### config.mk
export PLATFORM = sky130hd
export DESIGN_NAME = sonar_scan_spike_filter_average_top
export DESIGN_NICKNAME = d
export VERILOG_FILES = /design/src/hw/rtl/ssfa_pkg.sv /design/src/hw/rtl/ssfa_ram.sv /design/src/hw/rtl/sonar_scan_spike_filter_average_top.sv
export SDC_FILE = /design/constraint.sdc
export NUM_CORES = 1
export LEC_CHECK = 0
export BUFFER_PORTS_ARGS = -buffer_cell sky130_fd_sc_hd__buf_2
export CAP_MARGIN = 10
export CORE_MARGIN = 5
export CORE_UTILIZATION = 41
export DETAILED_ROUTE_END_ITERATION = 7
export PLACE_DENSITY = 0.53
export SLEW_MARGIN = 20
export SYNTH_ARGS = -nofsm -noshare
export SYNTH_HDL_FRONTEND = slang
export SYNTH_SLANG_ARGS = --single-unit
### constraint.sdc
create_clock -name clk_i -period 6.5 [get_ports clk_i]
set_clock_uncertainty 0.2 [all_clocks]
set_input_delay 0.325 -clock clk_i [delete_from_list [all_inputs] [get_ports clk_i]]
set_output_delay 0.325 -clock clk_i [all_outputs]
set_load 0.02 [all_outputs]
### src/hw/rtl/ssfa_pkg.sv
// shared constants, types and register codes of the sonar scan spike filter
// used by the top level and its port checker; no dependencies
package ssfa_pkg;

  localparam int unsigned SENSOR_COUNT_DEF  = 4;
  localparam int unsigned HISTORY_DEPTH_DEF = 8;
  localparam int unsigned ADC_BITS_DEF      = 10;

  localparam int unsigned MM_W      = 15;
  localparam int unsigned ADC_IN_W  = 10;
  localparam int unsigned CH_OUT_W  = 2;
  localparam int unsigned SCALE_W   = 5;
  localparam int unsigned WAIT_W    = 4;
  localparam int unsigned CFG_IDX_W = 8;
  localparam int unsigned IN_DATA_W = 16;
  localparam int unsigned TDATA_W   = 56;
  localparam int unsigned TUSER_W   = 1;

  localparam logic [MM_W-1:0]    MM_MAX     = 15'd32767;
  localparam logic [MM_W-1:0]    RAW_RESET  = 15'd32000;
  localparam logic [WAIT_W-1:0]  RESET_WAIT = 4'd10;

  localparam logic [SCALE_W-1:0] SCALE_RST  = 5'd12;
  localparam logic [WAIT_W-1:0]  WAIT_RST   = 4'd2;
  localparam logic [MM_W-1:0]    MARGIN_RST = 15'd100;
  localparam logic [MM_W-1:0]    MAXR_RST   = 15'd3600;

  // configuration register indexes
  localparam logic [CFG_IDX_W-1:0] CFG_SCALE  = 8'd0;
  localparam logic [CFG_IDX_W-1:0] CFG_WAIT   = 8'd1;
  localparam logic [CFG_IDX_W-1:0] CFG_MARGIN = 8'd2;
  localparam logic [CFG_IDX_W-1:0] CFG_MAXR   = 8'd3;

  typedef enum logic [4:0] {
    ST_IDLE = 5'b00001,
    ST_HIST = 5'b00010,
    ST_UPD  = 5'b00100,
    ST_DIV  = 5'b01000,
    ST_PUSH = 5'b10000
  } state_e;

endpackage

### src/hw/rtl/ssfa_ram.sv
// generic single-port-write, single-port-read ram with registered read data
// no dependencies
module ssfa_ram #(
  parameter int unsigned WIDTH = 16,
  parameter int unsigned DEPTH = 8,
  localparam int unsigned AW = (DEPTH > 1) ? $clog2(DEPTH) : 1
) (
  input  logic             clk_i,
  input  logic             we_i,
  input  logic [AW-1:0]    waddr_i,
  input  logic [WIDTH-1:0] wdata_i,
  input  logic [AW-1:0]    raddr_i,
  output logic [WIDTH-1:0] rdata_o
);

  logic [WIDTH-1:0] mem_q [DEPTH];
  logic [WIDTH-1:0] rdata_q;

  always_ff @(posedge clk_i) begin
    if (we_i) begin
      mem_q[waddr_i] <= wdata_i;
    end
    rdata_q <= mem_q[raddr_i];
  end

  assign rdata_o = rdata_q;

endmodule

### src/hw/rtl/sonar_scan_spike_filter_average_top.sv
// scanning range-sensor sequencer: spike filter and per-channel moving average
// depends on ssfa_pkg and ssfa_ram
//
// One input transaction is one tick carrying the converter sample of the
// channel announced in next_read_channel; every tick gives exactly one result
// transaction. Idle ticks (10 after reset, wait_ticks after each reading)
// go from ST_IDLE to ST_PUSH. A reading tick issues the channel record read
// in ST_IDLE, reads the history memory in ST_HIST, writes both back in ST_UPD,
// then in ST_DIV a restoring divider produces the 15-bit window mean one
// quotient bit per cycle, starting from the upper sum bits, which always lie
// below the window count. The next tick is taken once the result sits in the
// output register, even if that result has not been taken yet. A per-channel
// valid bit beside the record memory spares a clearing pass after reset.
// Configuration writes are taken every cycle and belong to idle periods.
module sonar_scan_spike_filter_average_top #(
  parameter int unsigned SENSOR_COUNT  = ssfa_pkg::SENSOR_COUNT_DEF,
  parameter int unsigned HISTORY_DEPTH = ssfa_pkg::HISTORY_DEPTH_DEF,
  parameter int unsigned ADC_BITS      = ssfa_pkg::ADC_BITS_DEF
) (
  input  logic                               clk_i,
  input  logic                               rst_ni,
  // adc_sample [9:0], zeros above
  input  logic                               s_axis_tvalid_i,
  output logic                               s_axis_tready_o,
  input  logic [ssfa_pkg::IN_DATA_W-1:0]     s_axis_tdata_i,
  // read_channel [1:0], trigger_channel [3:2], raw_range_mm [18:4],
  // accepted [19], accepted_range_mm [34:20], average_mm [49:35],
  // next_read_channel [51:50], zeros above
  output logic                               m_axis_tvalid_o,
  input  logic                               m_axis_tready_i,
  output logic [ssfa_pkg::TDATA_W-1:0]       m_axis_tdata_o,
  // sample_taken [0]
  output logic [ssfa_pkg::TUSER_W-1:0]       m_axis_tuser_o,
  input  logic                               cfg_valid_i,
  output logic                               cfg_ready_o,
  input  logic [ssfa_pkg::CFG_IDX_W-1:0]     cfg_index_i,
  input  logic [ssfa_pkg::MM_W-1:0]          cfg_data_i
);

  import ssfa_pkg::*;

  localparam int unsigned CHW    = (SENSOR_COUNT > 1) ? $clog2(SENSOR_COUNT) : 1;
  localparam int unsigned STW    = (SENSOR_COUNT > 1) ? $clog2(2 * SENSOR_COUNT) : 1;
  localparam int unsigned PW     = (HISTORY_DEPTH > 1) ? $clog2(HISTORY_DEPTH) : 1;
  localparam int unsigned CW     = $clog2(HISTORY_DEPTH + 1);
  localparam int unsigned SUM_W  = MM_W + CW;
  localparam int unsigned DCW    = $clog2(SUM_W + 1);
  localparam int unsigned HDEPTH = SENSOR_COUNT * HISTORY_DEPTH;
  localparam int unsigned HAW    = (HDEPTH > 1) ? $clog2(HDEPTH) : 1;
  localparam int unsigned SMP_W  = (ADC_BITS < ADC_IN_W) ? ADC_BITS : ADC_IN_W;
  localparam int unsigned PRW    = SMP_W + SCALE_W;

  // channel record layout, lowest field first
  localparam int unsigned OFF_ACCV = MM_W;
  localparam int unsigned OFF_VLD  = 2 * MM_W;
  localparam int unsigned OFF_PTR  = OFF_VLD + 1;
  localparam int unsigned OFF_CNT  = OFF_PTR + PW;
  localparam int unsigned OFF_SUM  = OFF_CNT + CW;
  localparam int unsigned REC_W    = OFF_SUM + SUM_W;

  localparam logic [REC_W-1:0]  REC_RESET = {{(REC_W - MM_W){1'b0}}, RAW_RESET};
  localparam logic [HAW-1:0]    HD_A      = HAW'(HISTORY_DEPTH);
  localparam logic [CW-1:0]     HD_C      = CW'(HISTORY_DEPTH);
  localparam logic [PW-1:0]     PTR_LAST  = PW'(HISTORY_DEPTH - 1);
  localparam logic [STW-1:0]    SC_S      = STW'(SENSOR_COUNT);
  localparam logic [DCW-1:0]    DIV_STEPS = DCW'(MM_W);

  function automatic logic [MM_W-1:0] abs_diff(input logic [MM_W-1:0] a,
                                               input logic [MM_W-1:0] b);
    return (a > b) ? (a - b) : (b - a);
  endfunction

  function automatic logic [CHW-1:0] chan_of(input logic [STW-1:0] step);
    logic [CHW-1:0] ch;
    ch = '0;
    if (SENSOR_COUNT > 1 && step[0]) begin
      ch = CHW'((step >> 1) + STW'(1));
    end
    return ch;
  endfunction

  // configuration
  logic [SCALE_W-1:0] scale_q, scale_d;
  logic [WAIT_W-1:0]  wait_tk_q, wait_tk_d;
  logic [MM_W-1:0]    margin_q, margin_d;
  logic [MM_W-1:0]    maxr_q, maxr_d;

  // control
  state_e             state_q, state_d;
  logic [WAIT_W-1:0]  wait_q, wait_d;
  logic [STW-1:0]     step_q, step_d;
  logic [SENSOR_COUNT-1:0] vld_q, vld_d;
  logic [DCW-1:0]     dcnt_q, dcnt_d;
  logic               m_valid_q, m_valid_d;

  // work payload
  logic               taken_q, taken_d;
  logic [CHW-1:0]     rd_q, rd_d;
  logic [CHW-1:0]     trig_q, trig_d;
  logic [MM_W-1:0]    raw_q, raw_d;
  logic               acc_q, acc_d;
  logic [MM_W-1:0]    accout_q, accout_d;
  logic [REC_W-1:0]   rec_q, rec_d;
  logic [HAW-1:0]     haddr_q, haddr_d;
  logic [MM_W-1:0]    dvd_q, dvd_d;
  logic [CW-1:0]      dsr_q, dsr_d;
  logic [CW-1:0]      rem_q, rem_d;
  logic [TDATA_W-1:0] m_data_q, m_data_d;
  logic               m_user_q, m_user_d;

  // memory ports
  logic               chan_we;
  logic [CHW-1:0]     chan_raddr;
  logic [REC_W-1:0]   chan_rdata, chan_wdata;
  logic               hist_we;
  logic [HAW-1:0]     hist_raddr;
  logic [MM_W-1:0]    hist_rdata;

  // tick scheduling
  logic [CHW-1:0]     rd_now, trig_now;
  logic [STW-1:0]     step_inc, step_nxt;
  logic [PRW-1:0]     prod;
  logic [MM_W:0]      prod_x;
  logic [MM_W-1:0]    raw_now;

  // record fields
  logic [REC_W-1:0]   rec_cur;
  logic [PW-1:0]      cur_ptr;
  logic [MM_W-1:0]    rq_last, rq_accv;
  logic               rq_vld;
  logic [PW-1:0]      rq_ptr, ptr_new;
  logic [CW-1:0]      rq_cnt, cnt_new;
  logic [SUM_W-1:0]   rq_sum, sum_base, sum_new;
  logic               near_raw, near_acc, acc_now, full;
  logic [MM_W-1:0]    accv_new;
  logic               vld_new;

  // divider step
  logic [CW:0]        rem_sh;
  logic               q_bit;

  assign cfg_ready_o     = 1'b1;
  assign s_axis_tready_o = (state_q == ST_IDLE);
  assign m_axis_tvalid_o = m_valid_q;
  assign m_axis_tdata_o  = m_data_q;
  assign m_axis_tuser_o  = m_user_q;

  // schedule: even step reads sensor 0, odd step reads sensor (step/2)+1
  always_comb begin
    rd_now   = '0;
    trig_now = '0;
    step_inc = step_q + STW'(1);
    step_nxt = '0;
    if (SENSOR_COUNT > 1) begin
      if (!step_q[0]) begin
        trig_now = CHW'((step_q >> 1) + STW'(1));
      end else begin
        rd_now = CHW'((step_q >> 1) + STW'(1));
      end
      step_nxt = (((step_inc >> 1) + STW'(1)) >= SC_S) ? '0 : step_inc;
    end
  end

  assign prod    = PRW'(s_axis_tdata_i[SMP_W-1:0]) * PRW'(scale_q);
  assign prod_x  = (MM_W + 1)'(prod);
  assign raw_now = (prod_x > {1'b0, MM_MAX}) ? MM_MAX : prod_x[MM_W-1:0];

  assign rec_cur    = vld_q[rd_q] ? chan_rdata : REC_RESET;
  assign cur_ptr    = rec_cur[OFF_PTR +: PW];
  assign hist_raddr = HAW'(HAW'(rd_q) * HD_A) + HAW'(cur_ptr);
  assign chan_raddr = rd_now;

  assign rq_last = rec_q[MM_W-1:0];
  assign rq_accv = rec_q[OFF_ACCV +: MM_W];
  assign rq_vld  = rec_q[OFF_VLD];
  assign rq_ptr  = rec_q[OFF_PTR +: PW];
  assign rq_cnt  = rec_q[OFF_CNT +: CW];
  assign rq_sum  = rec_q[OFF_SUM +: SUM_W];

  assign near_raw = abs_diff(raw_q, rq_last) < margin_q;
  assign near_acc = rq_vld && (abs_diff(raw_q, rq_accv) < margin_q);
  assign acc_now  = (near_raw || near_acc) && (raw_q < maxr_q);
  assign accv_new = acc_now ? raw_q : rq_accv;
  assign vld_new  = acc_now || rq_vld;

  // oldest entry leaves the window only once it is full
  assign full     = (rq_cnt >= HD_C);
  assign sum_base = full ? (rq_sum - SUM_W'(hist_rdata)) : rq_sum;
  assign sum_new  = sum_base + SUM_W'(raw_q);
  assign cnt_new  = full ? rq_cnt : (rq_cnt + CW'(1));
  assign ptr_new  = (rq_ptr == PTR_LAST) ? '0 : (rq_ptr + PW'(1));

  assign chan_wdata = {sum_new, cnt_new, ptr_new, vld_new, accv_new, raw_q};
  assign chan_we    = (state_q == ST_UPD);
  assign hist_we    = (state_q == ST_UPD);

  assign rem_sh = {rem_q, dvd_q[MM_W-1]};
  assign q_bit  = (rem_sh >= {1'b0, dsr_q});

  always_comb begin
    scale_d   = scale_q;
    wait_tk_d = wait_tk_q;
    margin_d  = margin_q;
    maxr_d    = maxr_q;
    state_d   = state_q;
    wait_d    = wait_q;
    step_d    = step_q;
    vld_d     = vld_q;
    dcnt_d    = dcnt_q;
    m_valid_d = m_valid_q;
    taken_d   = taken_q;
    rd_d      = rd_q;
    trig_d    = trig_q;
    raw_d     = raw_q;
    acc_d     = acc_q;
    accout_d  = accout_q;
    rec_d     = rec_q;
    haddr_d   = haddr_q;
    dvd_d     = dvd_q;
    dsr_d     = dsr_q;
    rem_d     = rem_q;
    m_data_d  = m_data_q;
    m_user_d  = m_user_q;

    if (cfg_valid_i) begin
      case (cfg_index_i)
        CFG_SCALE:  scale_d   = cfg_data_i[SCALE_W-1:0];
        CFG_WAIT:   wait_tk_d = cfg_data_i[WAIT_W-1:0];
        CFG_MARGIN: margin_d  = cfg_data_i;
        CFG_MAXR:   maxr_d    = cfg_data_i;
        default: ;
      endcase
    end

    if (m_valid_q && m_axis_tready_i) begin
      m_valid_d = 1'b0;
    end

    case (state_q)
      ST_IDLE: begin
        if (s_axis_tvalid_i) begin
          if (wait_q != '0) begin
            wait_d   = wait_q - WAIT_W'(1);
            taken_d  = 1'b0;
            rd_d     = '0;
            trig_d   = '0;
            raw_d    = '0;
            acc_d    = 1'b0;
            accout_d = '0;
            dvd_d    = '0;
            state_d  = ST_PUSH;
          end else begin
            // record read of rd_now is issued this cycle
            wait_d  = wait_tk_q;
            taken_d = 1'b1;
            rd_d    = rd_now;
            trig_d  = trig_now;
            raw_d   = raw_now;
            step_d  = step_nxt;
            state_d = ST_HIST;
          end
        end
      end
      ST_HIST: begin
        rec_d   = rec_cur;
        haddr_d = hist_raddr;
        state_d = ST_UPD;
      end
      ST_UPD: begin
        vld_d[rd_q] = 1'b1;
        acc_d    = acc_now;
        accout_d = vld_new ? accv_new : '0;
        // upper sum bits are below the count, so the quotient fits MM_W bits
        dvd_d    = sum_new[MM_W-1:0];
        dsr_d    = cnt_new;
        rem_d    = sum_new[SUM_W-1:MM_W];
        dcnt_d   = DIV_STEPS;
        state_d  = ST_DIV;
      end
      ST_DIV: begin
        rem_d  = q_bit ? CW'(rem_sh - {1'b0, dsr_q}) : CW'(rem_sh);
        dvd_d  = {dvd_q[MM_W-2:0], q_bit};
        dcnt_d = dcnt_q - DCW'(1);
        if (dcnt_q == DCW'(1)) begin
          state_d = ST_PUSH;
        end
      end
      ST_PUSH: begin
        if (!m_valid_q || m_axis_tready_i) begin
          m_valid_d = 1'b1;
          m_user_d  = taken_q;
          m_data_d  = {{(TDATA_W - 52){1'b0}},
                       CH_OUT_W'(chan_of(step_q)),
                       dvd_q[MM_W-1:0],
                       accout_q,
                       acc_q,
                       raw_q,
                       CH_OUT_W'(trig_q),
                       CH_OUT_W'(rd_q)};
          state_d   = ST_IDLE;
        end
      end
      default: state_d = ST_IDLE;
    endcase
  end

  always_ff @(posedge clk_i or negedge rst_ni) begin
    if (!rst_ni) begin
      scale_q   <= SCALE_RST;
      wait_tk_q <= WAIT_RST;
      margin_q  <= MARGIN_RST;
      maxr_q    <= MAXR_RST;
      state_q   <= ST_IDLE;
      wait_q    <= RESET_WAIT;
      step_q    <= '0;
      vld_q     <= '0;
      dcnt_q    <= '0;
      m_valid_q <= 1'b0;
    end else begin
      scale_q   <= scale_d;
      wait_tk_q <= wait_tk_d;
      margin_q  <= margin_d;
      maxr_q    <= maxr_d;
      state_q   <= state_d;
      wait_q    <= wait_d;
      step_q    <= step_d;
      vld_q     <= vld_d;
      dcnt_q    <= dcnt_d;
      m_valid_q <= m_valid_d;
    end
  end

  always_ff @(posedge clk_i) begin
    taken_q  <= taken_d;
    rd_q     <= rd_d;
    trig_q   <= trig_d;
    raw_q    <= raw_d;
    acc_q    <= acc_d;
    accout_q <= accout_d;
    rec_q    <= rec_d;
    haddr_q  <= haddr_d;
    dvd_q    <= dvd_d;
    dsr_q    <= dsr_d;
    rem_q    <= rem_d;
    m_data_q <= m_data_d;
    m_user_q <= m_user_d;
  end

  ssfa_ram #(
    .WIDTH (REC_W),
    .DEPTH (SENSOR_COUNT)
  ) u_chan_ram (
    .clk_i   (clk_i),
    .we_i    (chan_we),
    .waddr_i (rd_q),
    .wdata_i (chan_wdata),
    .raddr_i (chan_raddr),
    .rdata_o (chan_rdata)
  );

  ssfa_ram #(
    .WIDTH (MM_W),
    .DEPTH (HDEPTH)
  ) u_hist_ram (
    .clk_i   (clk_i),
    .we_i    (hist_we),
    .waddr_i (haddr_q),
    .wdata_i (raw_q),
    .raddr_i (hist_raddr),
    .rdata_o (hist_rdata)
  );

endmodule

==> summary by stage <==
Logic synthesis
The number of synthesized register bits is 1012. For this run, the register share of the synthesized area comes to 0.641. The predominant post-synthesis flop cell is sky130_fd_sc_hd__edfxtp_1. Sorting the synthesized cells by area gives the leading types as sky130_fd_sc_hd__edfxtp_1, sky130_fd_sc_hd__mux2_2, sky130_fd_sc_hd__ha_1.

The synthesized area is between 40000 and 50000 sq um. The number of warning messages in the yosys log is 0. Yosys mapped a number of flops with a built-in enable equal to 879. The number of library cell types mapped by synthesis is 78. The cell type contributing the most total cell area after synthesis is sky130_fd_sc_hd__edfxtp_1. The cell count after synthesis came out at 3248. The mean instance size in the synthesized netlist is 14.1 sq um. The share of Yosys cell area claimed by the top area cell type is 0.576. For this run, asynchronously set or reset flops after synthesis account for 0.0603.

Min path
The tightest min-delay check is of the in2reg type. In this run the most critical hold path is launched from s_axis_tdata_i[1].

Critical path
Walking the worst path, the cells encountered are ha_1 > a21o_1 > or3_1 > o211a_1 > o21a_1 > a31oi_2 > buf_4 > mux2i_1 > o21ai_0 > xnor2_1 > ha_1 > nand4_1 > nor2_1 > o211ai_1 > a21o_1 > a22oi_1 > buf_4 > o211ai_1 > a21oi_1. Grouping stages by cell kind, the critical path spends the most delay in compound AO/OA/AOI/OAI gates. Data on the critical path is required at its endpoint by 6820 ps. The startpoint identified for the worst register-to-register timing path is rec_q[19].

The longest individual stage delay on the worst path is 500 ps. The register-to-register setup slack is 940 ps. The critical path is of the reg2reg type. The worst setup path is launched from a flop. The first element of the critical path is rec_q[19]. The cell with the largest stage delay on the worst path is sky130_fd_sc_hd__edfxtp_1.

The worst setup path is captured at a flop. At the worst endpoint, the arrival time is approximately 5900 ps. Of all nets on the critical path, the largest fanout is 30.

The critical path buffer and inverter count is 2.

Timing
The final critical path time including I/O delays and setup is 5560 ps. The number of pins exceeding their max-slew limit in the final report is 0. In the finished design, the share of the clock period the worst path needs comes to 0.855. The max-slew headroom at the worst pin is 0.260. The number of endpoints with negative hold slack in the final report came to 0. The number of endpoints failing setup at the final stage is 0. For the pin with the worst max-slew slack, the measured transition is 1110 ps.

Hold timing on the final database bottoms out at a slack of 55.7 ps. Static timing analysis puts the maximum clock frequency at 180 MHz. For the final routed database, the setup TNS stands at 0 ps. Setup repair after global routing left no endpoint under its margin.

Pwr
The switching share of power is 0.345. The analysis attributes to net switching a power of 7.57 mW. The power density relative to cell area is 421 nW/um^2. The power share of the clock group is 0.282. The register share of total power is 0.394. The combinational share of power is 0.324. For this design the static power due to leakage is approximately 19 nW. The maximum vdd drop is 0.000259 V. The internal portion of total power is about 14 mW.

Routing
The total wirelength of the detailed-routed design is between 100000 and 150000 um. After detailed routing, the number of vias per cell comes to ~5.5. After detailed routing, the number of remaining DRC violations is 0.

The first-pass iteration count of the detailed router is 5. The count of routing violations after the opening detailed-route iteration is 2256. The remaining number of nets flagged by the antenna check after routing is 0.

In the final routed layout, each cell accounts on average for 24.2 um. The vias after detailed routing is 27527.

Placement
Detailed placement ended at an HPWL of 73800 um. The number of input and output port buffers inserted is 92. The placer congestion estimate is 0.838.

Global routing
The number of global-route vias before repair was 28139. The total overflow reported by the global router is 0. The number of antenna violations at the first check in global routing came to 9. The largest net degree at the start of global routing is roughly 110. The overall global routing resource usage is 0.202. The global-route wire length before repair is 179000 um.

Job
Max-cap violations in this run came to 0.

Clocking
The clock root buffer master is sky130_fd_sc_hd__clkbuf_16. No sink is reached through more buffers than the 3 on the longest clock path. The number of buffers created by CTS is 107. The total number of H-tree levels is 3. The later pin in the worst-skew pair is clocked with a latency of 700 ps.

The count of instances resized after the clock tree is built is 0. The clock edge transition at the registers on the reported setup and hold paths is 60 ps. The number of setup buffers added after CTS is 0. The clock tree from TritonCTS is done. For this design, the sink count on the clock tree is between 1000 and 1500.

Floorplan
From left edge to right edge, the die measures 344 um. The die covers 118000 sq um. The number of top-level pins is ~100.

The y dimension of the die is between 300 and 400 um. The starting utilization of the core area is 0.413. The core outline area is between 100000 and 150000 sq um. The number of cell rows is 122.

Final layout
The fraction of final layout cells with drive strength greater than 1 is 0.190. Once layout is complete, the utilization of the core stands at 0.470. The area growth from synthesis to layout is 13.7%. At the end of the flow, the number of nets in the layout was 3637.

Run status
The run finished with clean final reports.
[layout by cell type (no fill, tap or decap), drive strengths merged, types with 107 or more instances in the layout]
cell,Yosys,layout
mux2,208,208
ha,169,169
clkbuf,142,147
nor2,145,145
a21oi,223,223
buf,27,176
nand2,121,121
inv,172,181
o21ai,107,107
edfxtp,879,879
[worst paths after layout]
kind,end,cells after the start
worst max-delay path,accout_q[4],19
worst max register to register,accout_q[4],19
min in group asynchronous,scale_q[1],3
max in group asynchronous,maxr_q[8],3
worst min-delay path,raw_q[1],4
worst min register to register,m_axis_tdata_o[19],0
[logic make-up after synthesis]
| logic type | count (synthesis) | share of synthesized area |
|---|---|---|
| xor+xnor | 70 | 0.0134 |
| other cells | 2 | 0.000164 |
| mux | 322 | 0.0917 |
| simple gates | 643 | 0.0712 |
| flops | 1012 | 0.641 |
| fa+ha+maj | 200 | 0.0597 |
| compound gates | 657 | 0.0937 |
| buf+inv | 342 | 0.0286 |
[state kept, by name, summed over array words and instances, names as in the netlist, 5 cells and up]
| name | flops |
|---|---|
| accout_q | 15 |
| dcnt_q | 5 |
| dvd_q | 15 |
| m_axis_tdata_o | 52 |
| margin_q | 15 |
| maxr_q | 15 |
| raw_q | 15 |
| rec_q | 56 |
| scale_q | 5 |
| state_q | 5 |
| u_chan_ram.mem_q | 228 |
| u_chan_ram.rdata_o | 57 |
| u_hist_ram.mem_q | 480 |
| u_hist_ram.rdata_o | 15 |
[cells in the mapped netlist, types with 17 or more instances]
| master | n |
|---|---|
| sky130_fd_sc_hd__a21o_1 | 47 |
| sky130_fd_sc_hd__clkbuf_1 | 142 |
| sky130_fd_sc_hd__mux4_2 | 57 |
| sky130_fd_sc_hd__a31oi_1 | 48 |
| sky130_fd_sc_hd__and2_1 | 94 |
| sky130_fd_sc_hd__nand2b_1 | 58 |
| sky130_fd_sc_hd__o21ai_0 | 105 |
| sky130_fd_sc_hd__mux2i_1 | 56 |
| sky130_fd_sc_hd__nor3_1 | 58 |
| sky130_fd_sc_hd__o211ai_1 | 22 |
| sky130_fd_sc_hd__edfxtp_1 | 879 |
| sky130_fd_sc_hd__dfxtp_1 | 72 |
| sky130_fd_sc_hd__inv_1 | 172 |
| sky130_fd_sc_hd__nand3_1 | 56 |
| sky130_fd_sc_hd__nand2_1 | 121 |
| sky130_fd_sc_hd__a21oi_1 | 223 |
| sky130_fd_sc_hd__mux2_2 | 208 |
| sky130_fd_sc_hd__nor2_1 | 145 |
| sky130_fd_sc_hd__xor2_1 | 26 |
| sky130_fd_sc_hd__dfrtp_1 | 48 |
| sky130_fd_sc_hd__nor2b_1 | 41 |
| sky130_fd_sc_hd__a311oi_1 | 17 |
| sky130_fd_sc_hd__o221ai_1 | 29 |
| sky130_fd_sc_hd__a211oi_1 | 42 |
| sky130_fd_sc_hd__a221oi_1 | 32 |
| sky130_fd_sc_hd__xnor2_1 | 44 |
| sky130_fd_sc_hd__ha_1 | 169 |
| sky130_fd_sc_hd__fa_1 | 31 |
[per-stage QoR]
stage          area, sq um  total power, mW  instances  setup slack [ps]
2_1_floorplan        45800             13.4       3251               533
3_3_place_gp         48200             15.7       4746              1110
3_5_place_dp         48200             15.9       4746              1040
4_1_cts              52100             22.2       4972              1010
5_1_grt              52100             23.1       4972               603
6_report             52100             21.9       4973               941
[worst min-delay path: stages]
cell and delay, ps:
sky130_fd_sc_hd__buf_2 120, sky130_fd_sc_hd__and2_1 130, sky130_fd_sc_hd__ha_1 130, sky130_fd_sc_hd__and2_1 120
[power groups by stage]
stage               clock [mW]  combinational (mW)  sequential [mW]
floorplan                    0                4.75             8.67
global placement             0                6.97             8.76
detailed placement           0                7.11             8.77
CTS                       6.35                7.16             8.65
global route              6.61                7.77             8.70
finish                    6.19                7.12             8.64
[timing repair]
| action | 4_1_cts | 5_1_grt |
|---|---|---|
| hold buffers | 26 | 0 |
| hold endpoints to repair | 92 | 0 |
| setup endpoints to repair | 0 | 0 |
[layer usage]
| layer | GRT usage | vias up | wire [um] |
|---|---|---|---|
| met5 | 0 | - | 12 |
| met2 | 0.330 | 828 | 56600 |
| met3 | 0.0280 | 194 | 6370 |
| met4 | 0.0634 | 2 | 3600 |
| met1 | 0.281 | 13938 | 53500 |
| li1 | - | 12565 | - |
[cell type report]
type,count,area [sq um]
Sequential cell,1012,29400
Fill cell,9753,58700
Timing Repair Buffer,202,1360
Clock buffer,147,2950
Tap cell,1488,1860
Multi-Input combinational cell,1897,15200
Antenna cell,1,2.50
Clock inverter,53,629
Inverter,173,649
No activity file was read; power rests on OpenSTA's default activity.
